--- src/hw/rtl/qgmq_pkg.sv ---
`timescale 1ns / 1ps
// ----------------------------------------------------------------------------
// qgmq_pkg
// Types and fixed constants shared by the quota-gated message queue.
// ----------------------------------------------------------------------------
package qgmq_pkg;

  localparam int SRC_BITS    = 5;
  localparam int TOPIC_BITS  = 2;
  localparam int LEN_BITS    = 9;
  localparam int HANDLE_BITS = 32;
  localparam int BUDGET_BITS = 16;
  localparam int FILL_BITS   = 7;

  localparam logic [LEN_BITS-1:0]    PAYLOAD_CAP  = 9'd256;
  localparam logic [BUDGET_BITS-1:0] BUDGET_RESET = 16'd8192;

  localparam logic [1:0] CMD_SUBSCRIBE = 2'd0;
  localparam logic [1:0] CMD_PUBLISH   = 2'd1;
  localparam logic [1:0] CMD_POP       = 2'd2;

  typedef enum logic [1:0] {
    ST_OK     = 2'd0,
    ST_REJECT = 2'd1,
    ST_EMPTY  = 2'd2
  } status_t;

  typedef struct packed {
    logic [1:0]             cmd;
    logic [SRC_BITS-1:0]    source_id;
    logic [TOPIC_BITS-1:0]  topic_id;
    logic [LEN_BITS-1:0]    msg_len;
    logic [HANDLE_BITS-1:0] payload_handle;
  } req_t;

  typedef struct packed {
    logic [1:0]             status;
    logic [SRC_BITS-1:0]    out_source;
    logic [TOPIC_BITS-1:0]  out_topic;
    logic [LEN_BITS-1:0]    out_len;
    logic [HANDLE_BITS-1:0] out_handle;
    logic [FILL_BITS-1:0]   fill_level;
  } rsp_t;

  typedef struct packed {
    logic [SRC_BITS-1:0]    src;
    logic [TOPIC_BITS-1:0]  topic;
    logic [LEN_BITS-1:0]    len;
    logic [HANDLE_BITS-1:0] handle;
  } env_t;

  typedef struct packed {
    logic full;
    logic empty;
  } qstat_t;

  typedef struct packed {
    status_t status;
    logic    sub;
    logic    push;
    logic    pop;
  } verdict_t;

endpackage

--- src/hw/rtl/qgmq_src_table.sv ---
`timescale 1ns / 1ps
// ----------------------------------------------------------------------------
// qgmq_src_table
// Per-source topic masks and byte totals, plus the admission decision.
// ----------------------------------------------------------------------------
module qgmq_src_table #(
  parameter int NUM_SOURCES = 32,
  parameter int NUM_TOPICS  = 4
) (
  input  logic                                 clk,
  input  logic                                 rst_n,
  input  logic                                 accept,
  input  qgmq_pkg::req_t                       req,
  input  logic [qgmq_pkg::BUDGET_BITS-1:0]     byte_budget,
  input  logic [qgmq_pkg::LEN_BITS-1:0]        max_len,
  input  qgmq_pkg::qstat_t                     qstat,
  output qgmq_pkg::verdict_t                   verdict
);
  import qgmq_pkg::*;

  localparam int SIDX_W = (NUM_SOURCES > 1) ? $clog2(NUM_SOURCES) : 1;
  localparam int TIDX_W = (NUM_TOPICS > 1) ? $clog2(NUM_TOPICS) : 1;

  logic [NUM_TOPICS-1:0]  mask_r  [NUM_SOURCES];
  logic [BUDGET_BITS-1:0] bytes_r [NUM_SOURCES];

  logic [SIDX_W-1:0]      sidx;
  logic [TIDX_W-1:0]      tidx;
  logic                   ids_ok;
  logic [NUM_TOPICS-1:0]  mask_sel;
  logic [BUDGET_BITS-1:0] bytes_sel;
  logic                   topic_bit;
  logic [LEN_BITS-1:0]    limit;
  logic [BUDGET_BITS:0]   sum;
  logic                   over_budget;

  assign sidx   = SIDX_W'(req.source_id);
  assign tidx   = TIDX_W'(req.topic_id);
  assign ids_ok = (32'(req.source_id) < 32'(NUM_SOURCES)) &&
                  (32'(req.topic_id) < 32'(NUM_TOPICS));

  always_comb begin
    mask_sel  = '0;
    bytes_sel = '0;
    topic_bit = 1'b0;
    if (ids_ok) begin
      mask_sel  = mask_r[sidx];
      bytes_sel = bytes_r[sidx];
      topic_bit = mask_sel[tidx];
    end
  end

  assign limit       = (max_len < PAYLOAD_CAP) ? max_len : PAYLOAD_CAP;
  assign sum         = {1'b0, bytes_sel} + (BUDGET_BITS+1)'(req.msg_len);
  assign over_budget = sum > {1'b0, byte_budget};

  always_comb begin
    verdict = '{status: ST_REJECT, sub: 1'b0, push: 1'b0, pop: 1'b0};
    case (req.cmd)
      CMD_SUBSCRIBE: begin
        if (ids_ok) begin
          verdict.status = ST_OK;
          verdict.sub    = 1'b1;
        end
      end
      CMD_PUBLISH: begin
        if (ids_ok && (req.msg_len <= limit) && topic_bit && !over_budget &&
            !qstat.full) begin
          verdict.status = ST_OK;
          verdict.push   = 1'b1;
        end
      end
      CMD_POP: begin
        if (qstat.empty) begin
          verdict.status = ST_EMPTY;
        end else begin
          verdict.status = ST_OK;
          verdict.pop    = 1'b1;
        end
      end
      default: begin
        verdict.status = ST_REJECT;
      end
    endcase
  end

  always_ff @(posedge clk) begin
    if (!rst_n) begin
      for (int i = 0; i < NUM_SOURCES; i++) begin
        mask_r[i]  <= '0;
        bytes_r[i] <= '0;
      end
    end else if (accept) begin
      if (verdict.sub) begin
        mask_r[sidx][tidx] <= 1'b1;
      end
      if (verdict.push) begin
        bytes_r[sidx] <= sum[BUDGET_BITS-1:0];
      end
    end
  end

endmodule

--- src/hw/rtl/qgmq_queue.sv ---
`timescale 1ns / 1ps
// ----------------------------------------------------------------------------
// qgmq_queue
// Circular envelope store with read and write pointers and an entry count.
// ----------------------------------------------------------------------------
module qgmq_queue #(
  parameter int QUEUE_DEPTH = 64
) (
  input  logic                                      clk,
  input  logic                                      rst_n,
  input  logic                                      push,
  input  logic                                      pop,
  input  qgmq_pkg::env_t                            env_in,
  output qgmq_pkg::env_t                            env_out,
  output qgmq_pkg::qstat_t                          qstat,
  output logic [$clog2(QUEUE_DEPTH+1)-1:0]          count
);
  import qgmq_pkg::*;

  localparam int PTR_W = $clog2(QUEUE_DEPTH);
  localparam int CNT_W = $clog2(QUEUE_DEPTH+1);
  localparam logic [PTR_W-1:0] LAST_SLOT = PTR_W'(QUEUE_DEPTH-1);

  env_t             mem [QUEUE_DEPTH];
  env_t             rd_data_r;
  logic [PTR_W-1:0] wr_ptr_r, wr_ptr_nxt;
  logic [PTR_W-1:0] rd_ptr_r, rd_ptr_nxt;
  logic [CNT_W-1:0] count_r, count_nxt;

  assign qstat.full  = (count_r == CNT_W'(QUEUE_DEPTH));
  assign qstat.empty = (count_r == '0);
  assign count       = count_r;
  assign env_out     = rd_data_r;

  always_comb begin
    wr_ptr_nxt = wr_ptr_r;
    rd_ptr_nxt = rd_ptr_r;
    count_nxt  = count_r;
    if (push) begin
      wr_ptr_nxt = (wr_ptr_r == LAST_SLOT) ? '0 : wr_ptr_r + 1'b1;
      count_nxt  = count_r + 1'b1;
    end else if (pop) begin
      rd_ptr_nxt = (rd_ptr_r == LAST_SLOT) ? '0 : rd_ptr_r + 1'b1;
      count_nxt  = count_r - 1'b1;
    end
  end

  always_ff @(posedge clk) begin
    if (!rst_n) begin
      wr_ptr_r <= '0;
      rd_ptr_r <= '0;
      count_r  <= '0;
    end else begin
      wr_ptr_r <= wr_ptr_nxt;
      rd_ptr_r <= rd_ptr_nxt;
      count_r  <= count_nxt;
    end
  end

  // Slot storage: write on push, registered read of the oldest slot on pop
  always_ff @(posedge clk) begin
    if (push) begin
      mem[wr_ptr_r] <= env_in;
    end
    if (pop) begin
      rd_data_r <= mem[rd_ptr_r];
    end
  end

endmodule

--- src/hw/rtl/quota_gated_message_queue.sv ---
`timescale 1ns / 1ps
// ----------------------------------------------------------------------------
// quota_gated_message_queue
// Mailbox FIFO with per-source topic subscriptions and byte quotas.
// ----------------------------------------------------------------------------
// Result strobe: registered, it rises in the cycle after the request is taken.
// Throughput: one request per cycle; busy stays low, since every request
//   resolves against the source table and the queue in the cycle it enters.
// Reset (synchronous, rst_n low): clear topic masks, byte totals, queue
//   pointers and count at once; registers return to budget 8192, length 256.
// Results cannot be stalled: each one is shown for exactly one cycle.
// ----------------------------------------------------------------------------
module quota_gated_message_queue #(
  parameter int NUM_SOURCES = 32,
  parameter int QUEUE_DEPTH = 64,
  parameter int NUM_TOPICS  = 4
) (
  input  logic                clk,
  input  logic                rst_n,
  // Request channel
  input  logic                start,
  output logic                busy,
  input  qgmq_pkg::req_t      in_req,
  // Result channel
  output logic                out_valid,
  output qgmq_pkg::rsp_t      out_result,
  // Configuration port
  input  logic                psel,
  input  logic                penable,
  input  logic                pwrite,
  input  logic [2:0]          paddr,
  input  logic [31:0]         pwdata,
  output logic [31:0]         prdata,
  output logic                pready
);
  import qgmq_pkg::*;

  localparam int CNT_W = $clog2(QUEUE_DEPTH+1);

  // Register map: byte_budget at 0x0, max_message_len at 0x4
  localparam logic REG_BUDGET = 1'b0;
  localparam logic REG_MAXLEN = 1'b1;

  logic                   accept;
  logic                   cfg_wr;
  logic [BUDGET_BITS-1:0] budget_r;
  logic [LEN_BITS-1:0]    max_len_r;

  verdict_t               verdict;
  qstat_t                 qstat;
  env_t                   env_in;
  env_t                   env_out;
  logic [CNT_W-1:0]       count;

  logic                   out_valid_r;
  status_t                status_r;
  logic                   pop_ok_r;

  // The request side never stalls
  assign busy   = 1'b0;
  assign accept = start && !busy;

  // --------------------------------------------------------------------------
  // Configuration registers
  // --------------------------------------------------------------------------
  assign pready = 1'b1;
  assign cfg_wr = psel && penable && pwrite && pready;

  always_ff @(posedge clk) begin
    if (!rst_n) begin
      budget_r  <= BUDGET_RESET;
      max_len_r <= PAYLOAD_CAP;
    end else if (cfg_wr) begin
      case (paddr[2])
        REG_BUDGET: budget_r  <= pwdata[BUDGET_BITS-1:0];
        REG_MAXLEN: max_len_r <= pwdata[LEN_BITS-1:0];
        default: begin
        end
      endcase
    end
  end

  always_comb begin
    case (paddr[2])
      REG_BUDGET: prdata = 32'(budget_r);
      REG_MAXLEN: prdata = 32'(max_len_r);
      default:    prdata = '0;
    endcase
  end

  // --------------------------------------------------------------------------
  // Admission: subscriptions, quotas and the per-request verdict
  // --------------------------------------------------------------------------
  qgmq_src_table #(
    .NUM_SOURCES (NUM_SOURCES),
    .NUM_TOPICS  (NUM_TOPICS)
  ) u_src_table (
    .clk         (clk),
    .rst_n       (rst_n),
    .accept      (accept),
    .req         (in_req),
    .byte_budget (budget_r),
    .max_len     (max_len_r),
    .qstat       (qstat),
    .verdict     (verdict)
  );

  // --------------------------------------------------------------------------
  // Envelope queue: push admitted publishes, pop the oldest on request
  // --------------------------------------------------------------------------
  assign env_in = '{src:    in_req.source_id,
                    topic:  in_req.topic_id,
                    len:    in_req.msg_len,
                    handle: in_req.payload_handle};

  qgmq_queue #(
    .QUEUE_DEPTH (QUEUE_DEPTH)
  ) u_queue (
    .clk     (clk),
    .rst_n   (rst_n),
    .push    (accept && verdict.push),
    .pop     (accept && verdict.pop),
    .env_in  (env_in),
    .env_out (env_out),
    .qstat   (qstat),
    .count   (count)
  );

  // --------------------------------------------------------------------------
  // Result register: strobe for one cycle after each request
  // --------------------------------------------------------------------------
  always_ff @(posedge clk) begin
    if (!rst_n) begin
      out_valid_r <= 1'b0;
      pop_ok_r    <= 1'b0;
    end else begin
      out_valid_r <= accept;
      pop_ok_r    <= accept && verdict.pop;
    end
  end

  always_ff @(posedge clk) begin
    if (accept) begin
      status_r <= verdict.status;
    end
  end

  assign out_valid = out_valid_r;

  // Count and popped slot are already updated at the edge that took the
  // request, so read them directly during the result cycle.
  always_comb begin
    out_result            = '0;
    out_result.status     = status_r;
    out_result.fill_level = FILL_BITS'(count);
    if (pop_ok_r) begin
      out_result.out_source = env_out.src;
      out_result.out_topic  = env_out.topic;
      out_result.out_len    = env_out.len;
      out_result.out_handle = env_out.handle;
    end
  end

endmodule
--- config.mk ---
export PLATFORM = sky130hd
export DESIGN_NAME = quota_gated_message_queue
export DESIGN_NICKNAME = d
export VERILOG_FILES = /design/src/hw/rtl/qgmq_pkg.sv /design/src/hw/rtl/qgmq_src_table.sv /design/src/hw/rtl/qgmq_queue.sv /design/src/hw/rtl/quota_gated_message_queue.sv
export SDC_FILE = /design/constraint.sdc
export NUM_CORES = 2
export LEC_CHECK = 0
export BUFFER_PORTS_ARGS = -buffer_cell sky130_fd_sc_hd__buf_4
export CAP_MARGIN = 30
export CORE_UTILIZATION = 50
export CTS_BUF_LIST = sky130_fd_sc_hd__clkbuf_16
export DETAILED_ROUTE_END_ITERATION = 8
export PLACE_DENSITY = 0.62
export SLEW_MARGIN = 10
export SYNTH_ARGS = -nofsm -noshare
export SYNTH_HDL_FRONTEND = slang
export SYNTH_SLANG_ARGS = --single-unit
--- constraint.sdc ---
create_clock -name clk -period 27.8 [get_ports clk]
set_input_delay 2.78 -clock clk [delete_from_list [all_inputs] [get_ports clk]]
set_output_delay 2.78 -clock clk [all_outputs]
set_load 0.05 [all_outputs]
* Yosys cells after proc, flatten, opt, wreduce, memory -nomap -nowiden
Memories as Yosys holds them, arrays and structs flattened. A register that Yosys moved wholly into a read port is not among the register bits.
Cells that the tools add are included.
** Operators by class
- Add/subtract/negate cells :: 5
- Magnitude comparators :: 5
- Eq/ne operators :: 5
- Mux-type cells :: 36
- Bitwise logic cells :: 2
- Reductions and logical operators :: 18
** Operator list (count)
- $pmux 32 s2 :: 1
- $mux 48 :: 1
- $mux 1 :: 19
- $add 16x9->17 :: 1
- $gt 17x16->1 :: 1
- $mux 16 :: 1
- $reduce_or 16->1 :: 1
- $mux 7 :: 2
- $add 6x1->6 const B :: 2
- $eq 6x6->1 const B :: 2
- $mux 4 :: 3
- $mux 6 :: 2
- $mux 5 :: 2
- $le 9x9->1 :: 1
- $lt 9x9->1 const B :: 1
- $mux 9 :: 1
- $logic_and 1x1->1 :: 8
- $add 7x1->7 const B :: 1
- $eq 7x7->1 const B :: 1
- $logic_not 7->1 :: 1
- $sub 7x1->7 const B :: 1
- $pmux 2 s3 :: 1
- $reduce_and 2->1 :: 3
- $reduce_or 4->1 :: 1
- other kinds (11) :: 13
** Word-level totals
- Flip-flop bits (word level) :: 48
- Memory bits (writable) :: 3712
- Bits of input ports :: 91
- Output and inout port bits :: 92
- Logic and storage cells :: 82
- Memories kept :: 3
** Memories
- u_queue.mem :: words 64, bits a word 48, rd ports 1, clocked after memory_dff 1, wr ports 1, RTL line qgmq_queue.sv:24 : env_t mem [QUEUE_DEPTH];
- u_src_table.bytes_r :: words 32, bits a word 16, rd ports 1, clocked after memory_dff 0, wr ports 32, RTL line qgmq_src_table.sv:25 : logic [BUDGET_BITS-1:0] bytes_r [NUM_SOURCES];
- u_src_table.mask_r :: words 32, bits a word 4, rd ports 1, clocked after memory_dff 0, wr ports 32, RTL line qgmq_src_table.sv:24 : logic [NUM_TOPICS-1:0] mask_r [NUM_SOURCES];

* Depth between registers and ports, before layout
- Word-level depth :: 14
- Mapped depth :: 38
- Gate-level depth less buffers :: 30

* By module
A second synthesis with hierarchy kept.
** Unflattened totals
- Cell total of the unflattened synthesis :: 7635
- Area, all modules :: 149609.7 um2
** By module, submodules not included
- qgmq_queue :: times used 1, cells each 5089, area each 118606.3 um2, seq. area each 94070.2 um2
- qgmq_src_table :: times used 1, cells each 2345, area each 29264.3 um2, seq. area each 17937.2 um2
- quota_gated_message_queue :: times used 1, cells each 201, area each 1739.2 um2, seq. area each 600.6 um2

* Least setup slack after synthesis
No wires, ideal clock.
- Path kind :: in2reg
- From :: input in_req[44] (netlist name)
- To :: memory u_queue.mem[24][0] (netlist name), enable pin
- Setup time :: 0.573 ns
- Arrival :: 13.245 ns
- Required time :: 27.227 ns
- Path slack :: 13.982 ns
- Stages :: 29
- Buffers on the path :: 8
- Cell sequence :: buf_2 > buf_6 > buf_6 > buf_6 > buf_2 > clkbuf_1 > clkbuf_1 > mux4_2 > a22oi_1 > nand4_1 > ha_1 > fa_1 > a211oi_1 > nor2_1 > o31a_1 > o41a_1 > nand4_1 > xnor2_1 > ha_1 > a2111oi_0 > o21ai_0 > o21a_1 > a2111oi_0 > or2_2 > nand4_1 > nor2_2 > inv_2 > buf_2 > nor4_1
** On the way
- Cells in the longest elaborated chain, start to end :: 11
- Elaborated cells between the ends (all ways) :: 15
- Those cells by class :: 1 x add/sub; 1 x order compare; 6 x mux; 5 x reduce/logical; 2 x memory
** RTL lines
- start, declared :: RTL line quota_gated_message_queue.sv:23 : input qgmq_pkg::req_t in_req,
- $mem_v2 32x16
- $add 16x9->17 :: RTL line qgmq_src_table.sv:54 : assign sum = {1'b0, bytes_sel} + (BUDGET_BITS+1)'(req.msg_len);
- net u_src_table.sum[12] :: RTL line qgmq_src_table.sv:34 : logic [BUDGET_BITS:0] sum;
- $gt 17x16->1 :: RTL line qgmq_src_table.sv:55 : assign over_budget = sum > {1'b0, byte_budget};
- $logic_not 1->1 :: RTL line qgmq_src_table.sv:67 : if (ids_ok && (req.msg_len <= limit) && topic_bit && !over_budget &&
- $logic_and 1x1->1 (2 in a row) :: RTL line qgmq_src_table.sv:67
- $mux 1 :: RTL line qgmq_src_table.sv:67
- $mux 1 :: RTL line qgmq_src_table.sv:59 : case (req.cmd)
- $logic_and 1x1->1 :: RTL line quota_gated_message_queue.sv:121 : .push (accept && verdict.push),
- $mux 1 :: RTL line qgmq_queue.sv:62 : if (push) begin
- $mux 1 (not written as such) :: RTL line qgmq_queue.sv:63 : mem[wr_ptr_r] <= env_in;
- end, declared :: RTL line qgmq_queue.sv:24
The timed path passes the listed nets, and every way through them passes these cells. The select of a mux whose other input is x is not followed.

* Worst setup path in the final report
- From :: input in_req[44] (netlist name)
- To :: memory u_queue.mem[59][21] (netlist name), enable pin
The elaborated chain is that of the path after synthesis.

==> impl_summary.txt <==
----------------------------------------------------
[Run status]
  Result of the run ... finished clean

[Power]
  Power density normalized to cell area ... 72.0 nW/um^2
  Total power consumption of the routed design ... 12.1 mW
  Maximum vdd ir drop ... 0.0515 mV
  Static leakage ... 52.2 nW

[Timing]
  Worst-case hold slack ... 452 ps
  Min Clock Period, post-route ... 11,670 ps
  Transition time at the pin with the least slew margin ... 1080 ps
  Period utilisation layout ... 42.0%
  Fmax ... 0.0857 GHz
  Final Setup Violations ... 0
  Max Clock Skew ... 66.3 ps
  Setup repair after global routing missed its margin ... false
  Post-Route Setup TNS ... 0 ps
  Slew Viols, Final ... 0
  Relative slew margins ... 27.7%
  Final Hold Viols ... 0

[Detailed routing]
  Total number of vias ... 74,200
  First drt pass iteration count ... 6
  Post-route DRC violation count ... 0
  Residual antenna-violating net count after detailed routing ... 0
  Drt initial violations ... 9,857
  Wire per inst ... 33.8 um
  Mean number of vias per cell ... 6.32
  Total detailed-routing wirelength ... 396 mm

[Yosys]
  Count of yosys warnings during synthesis ... 0
  Post-synthesis instance total ... 7,133
  Main area contributors after synthesis ... edfxtp_1 (73%), mux4_2 (16%), dfxtp_1 (2.3%), nor2_1 (1.3%), mux2i_1 (0.81%)
  Number of different library cells in the post-synthesis netlist ... 67
  Synth area leader ... edfxtp_1
  Area share of the largest cell type after synthesis ... 73.2%
  Flip-flop and latch count after synthesis ... 3,808
  Main synth FF type ... edfxtp_1
  Number of enable-type register cells in the synthesized netlist ... 3,634
  Fraction of synthesis flops using an asynchronous set or reset pin ... 0%
  Part of the Yosys area used for sequential elements ... 75.6%
  Mean instance size in the synthesized netlist ... 20.9 um^2
  Total standard cell area after synthesis ... 149,000 um^2

[Clock network]
  TritonCTS buffer count ... 388
  # H-tree levels ... 5
  Post-CTS setup buffers ... 0
  Number of hold-repair buffers added at the cts stage ... 0
  CTS tree ... yes
  Worst-path clk slew ... 60 ps
  Library cell used as clock root buffer ... clkbuf_16
  Number of gates resized after CTS ... 0
  Buffers from clock root to sink, at most ... 4
  Clock latency on the worst-skew pair ... 980 ps
  Clock Sinks ... 3,808

[Layout]
  Multi-input gate area in the final layout ... 34,500 um^2
  Layout Nets ... 7,588
  FILL cells ... 21,700
  Layout Area Growth over Synthesis ... 13.3%
  Utilization of the core after routing ... 56.9%
  Ratio of cells with drive above 1 in the final layout ... 28.7%
  Seq. cell area ... 113,000 um^2
  Post-route cell area ... 169,000 um^2

[Floorplan]
  I/O pin cnt ... 183
  Floorplan Core Area ... 297,000 um^2
  Total number of placement rows ... 200
  Die Y-Extent ... 548 um
  Width of the die ... 548 um
  Initial Utilization ... 50.3%
  Overall die area ... 300,000 um^2

[Min path]
  Path type of the worst min-delay path ... reg -> reg

[Setup path]
  Reg2Reg Setup Slack ... 19,350 ps
  Crit Path Category ... in -> reg
  Kind of launch point of the worst setup path ... input port
  Data arrival time of the worst path ... 12,210 ps
  Setup crit end kind ... register
  CP required ... 28,350 ps
  Critical path fanouts, max ... 99

[Placement]
  Count of buffers from port buffering ... 146
  Final Wtd Congestion ... 0.822
  Standard cell area after detailed placement ... 156,000 um^2
  Half-perimeter wire length after detailed placement ... 215 mm

[Global routing]
  First-pass GRT wire length ... 558 mm
  Pin count of the biggest net entering global routing ... 143
  Via count of the first global-routing pass ... 74,100
  Initial antenna violation count ... 18
  Overall fraction of global-route tracks in use ... 26.4%
  Overall overflow remaining after global route ... 0

[Run]
  Maxcap violations ... 0

----------------------------------------------------
==> final cells by class <==
cell class | count | share of cell area (%)
clock inverters | 327 | 1.82
clock buffers | 389 | 5.77
multi-input cells | 2804 | 20.4
flip-flops and latches | 3808 | 66.7
repair buffers | 425 | 2.24
diodes | 11 | 0.0163
well taps | 3939 | 2.92
inverters | 27 | 0.0615
==> cells by family (layout without fill, tap and decap cells) <==
| group | count (synthesis) | count (layout) | synth area share, % |
|---|---|---|---|
| buffers and inverters | 537 | 1168 | 1.58 |
| muxes | 1265 | 1265 | 17.6 |
| xor gates and xnor gates | 18 | 18 | 0.106 |
| DFF | 3808 | 3808 | 75.6 |
| other | 2 | 29 | 0.00504 |
| AOI/OAI and AO/OA | 386 | 386 | 1.53 |
| and+or+nand+nor | 1074 | 1074 | 3.23 |
| adders and majority gates | 43 | 43 | 0.371 |
==> critical path, stage by stage <==
cell and delay (ps):
buf_8 360, buf_12 550, buf_4 610, mux4_2 390, a22oi_1 470, nand4_1 370
ha_1 340, fa_1 450, a211oi_1 240, nor2_1 120, o31a_1 290, o41a_1 430
nand4_1 150, xnor2_1 260, ha_1 340, a2111oi_0 370, o21ai_0 160, o21a_1 150
a2111oi_0 310, or2_2 210, nand4_1 80, buf_4 200, nor2_2 170, inv_4 130
buf_16 250, nor4_2 340, buf_4 530, buf_4 670
==> report_power, final <==
group | internal [mW] | switching, mW
registers | 6.31 | 0.0172
clock network | 2.99 | 2.23
logic | 0.250 | 0.352
==> registers in the layout, summed over array words and instances (netlist names) <==
name and flops:
out_valid 1, u_queue.wr_ptr_r 6, u_queue.env_out 48, pop_ok_r 1, status_r 2, u_queue.rd_ptr_r 6
u_src_table.bytes_r 512, budget_r 16, u_queue.mem 3072, u_src_table.mask_r 128, max_len_r 9, u_queue.count 7
==> cell usage in the layout (no fill, tap or decap), types with 35 or more instances in the layout <==
| master | instances |
|---|---|
| and2_1 | 54 |
| o22ai_1 | 88 |
| a22oi_1 | 36 |
| buf_4 | 380 |
| dfxtp_1 | 166 |
| a21oi_1 | 35 |
| mux2_2 | 65 |
| o21ai_0 | 149 |
| nand2_1 | 261 |
| bufinv_16 | 46 |
| mux2i_1 | 120 |
| nor2_1 | 522 |
| edfxtp_1 | 3634 |
| ha_1 | 41 |
| clkinv_1 | 75 |
| clkinv_2 | 80 |
| clkbuf_16 | 389 |
| mux4_2 | 1080 |
| nor3_1 | 40 |
| inv_1 | 101 |
==> through the flow <==
| step | std cells | setup slack, ps |
|---|---|---|
| after CTS | 11700 | 16250 |
| after floorplan | 7149 | 13980 |
| after global placement | 11000 | 15250 |
| final | 11700 | 16130 |
| after global routing | 11700 | 15770 |
| after detailed placement | 11000 | 15250 |
==> cell usage after synthesis (all sizes together), types with 12 or more instances <==
| master | n |
|---|---|
| clkbuf | 319 |
| buf | 191 |
| a22oi | 36 |
| inv | 26 |
| nor3 | 72 |
| o21ai | 181 |
| mux2 | 65 |
| edfxtp | 3634 |
| nor2 | 523 |
| nor4 | 50 |
| nand4 | 23 |
| a21oi | 37 |
| xnor2 | 12 |
| o22ai | 88 |
| dfxtp | 174 |
| and2 | 54 |
| nand3 | 18 |
| ha | 41 |
| mux2i | 120 |
| mux4 | 1080 |
| nand2 | 262 |
==> worst paths after layout <==
kind	startpoint	endpoint	depth (start not counted)
max	in_req[44]	u_queue.mem[59][21]	28
min	u_src_table.mask_r[12][1]	u_src_table.mask_r[12][1]	2
max reg2reg	u_src_table.bytes_r[19][0]	u_queue.mem[59][21]	25
min reg2reg	u_src_table.mask_r[12][1]	u_src_table.mask_r[12][1]	2
==> routing by layer <==
metal / wire length, um / up-vias / global-route usage [%]
met1: 159000 / 40200 / 37.4
met2: 194000 / 3372 / 42.8
met5: 21 / - / 0
met4: 11200 / 4 / 7.19
li1: - / 30000 / -
met3: 32100 / 586 / 4.31
No activity file was read; power rests on OpenSTA's default activity.
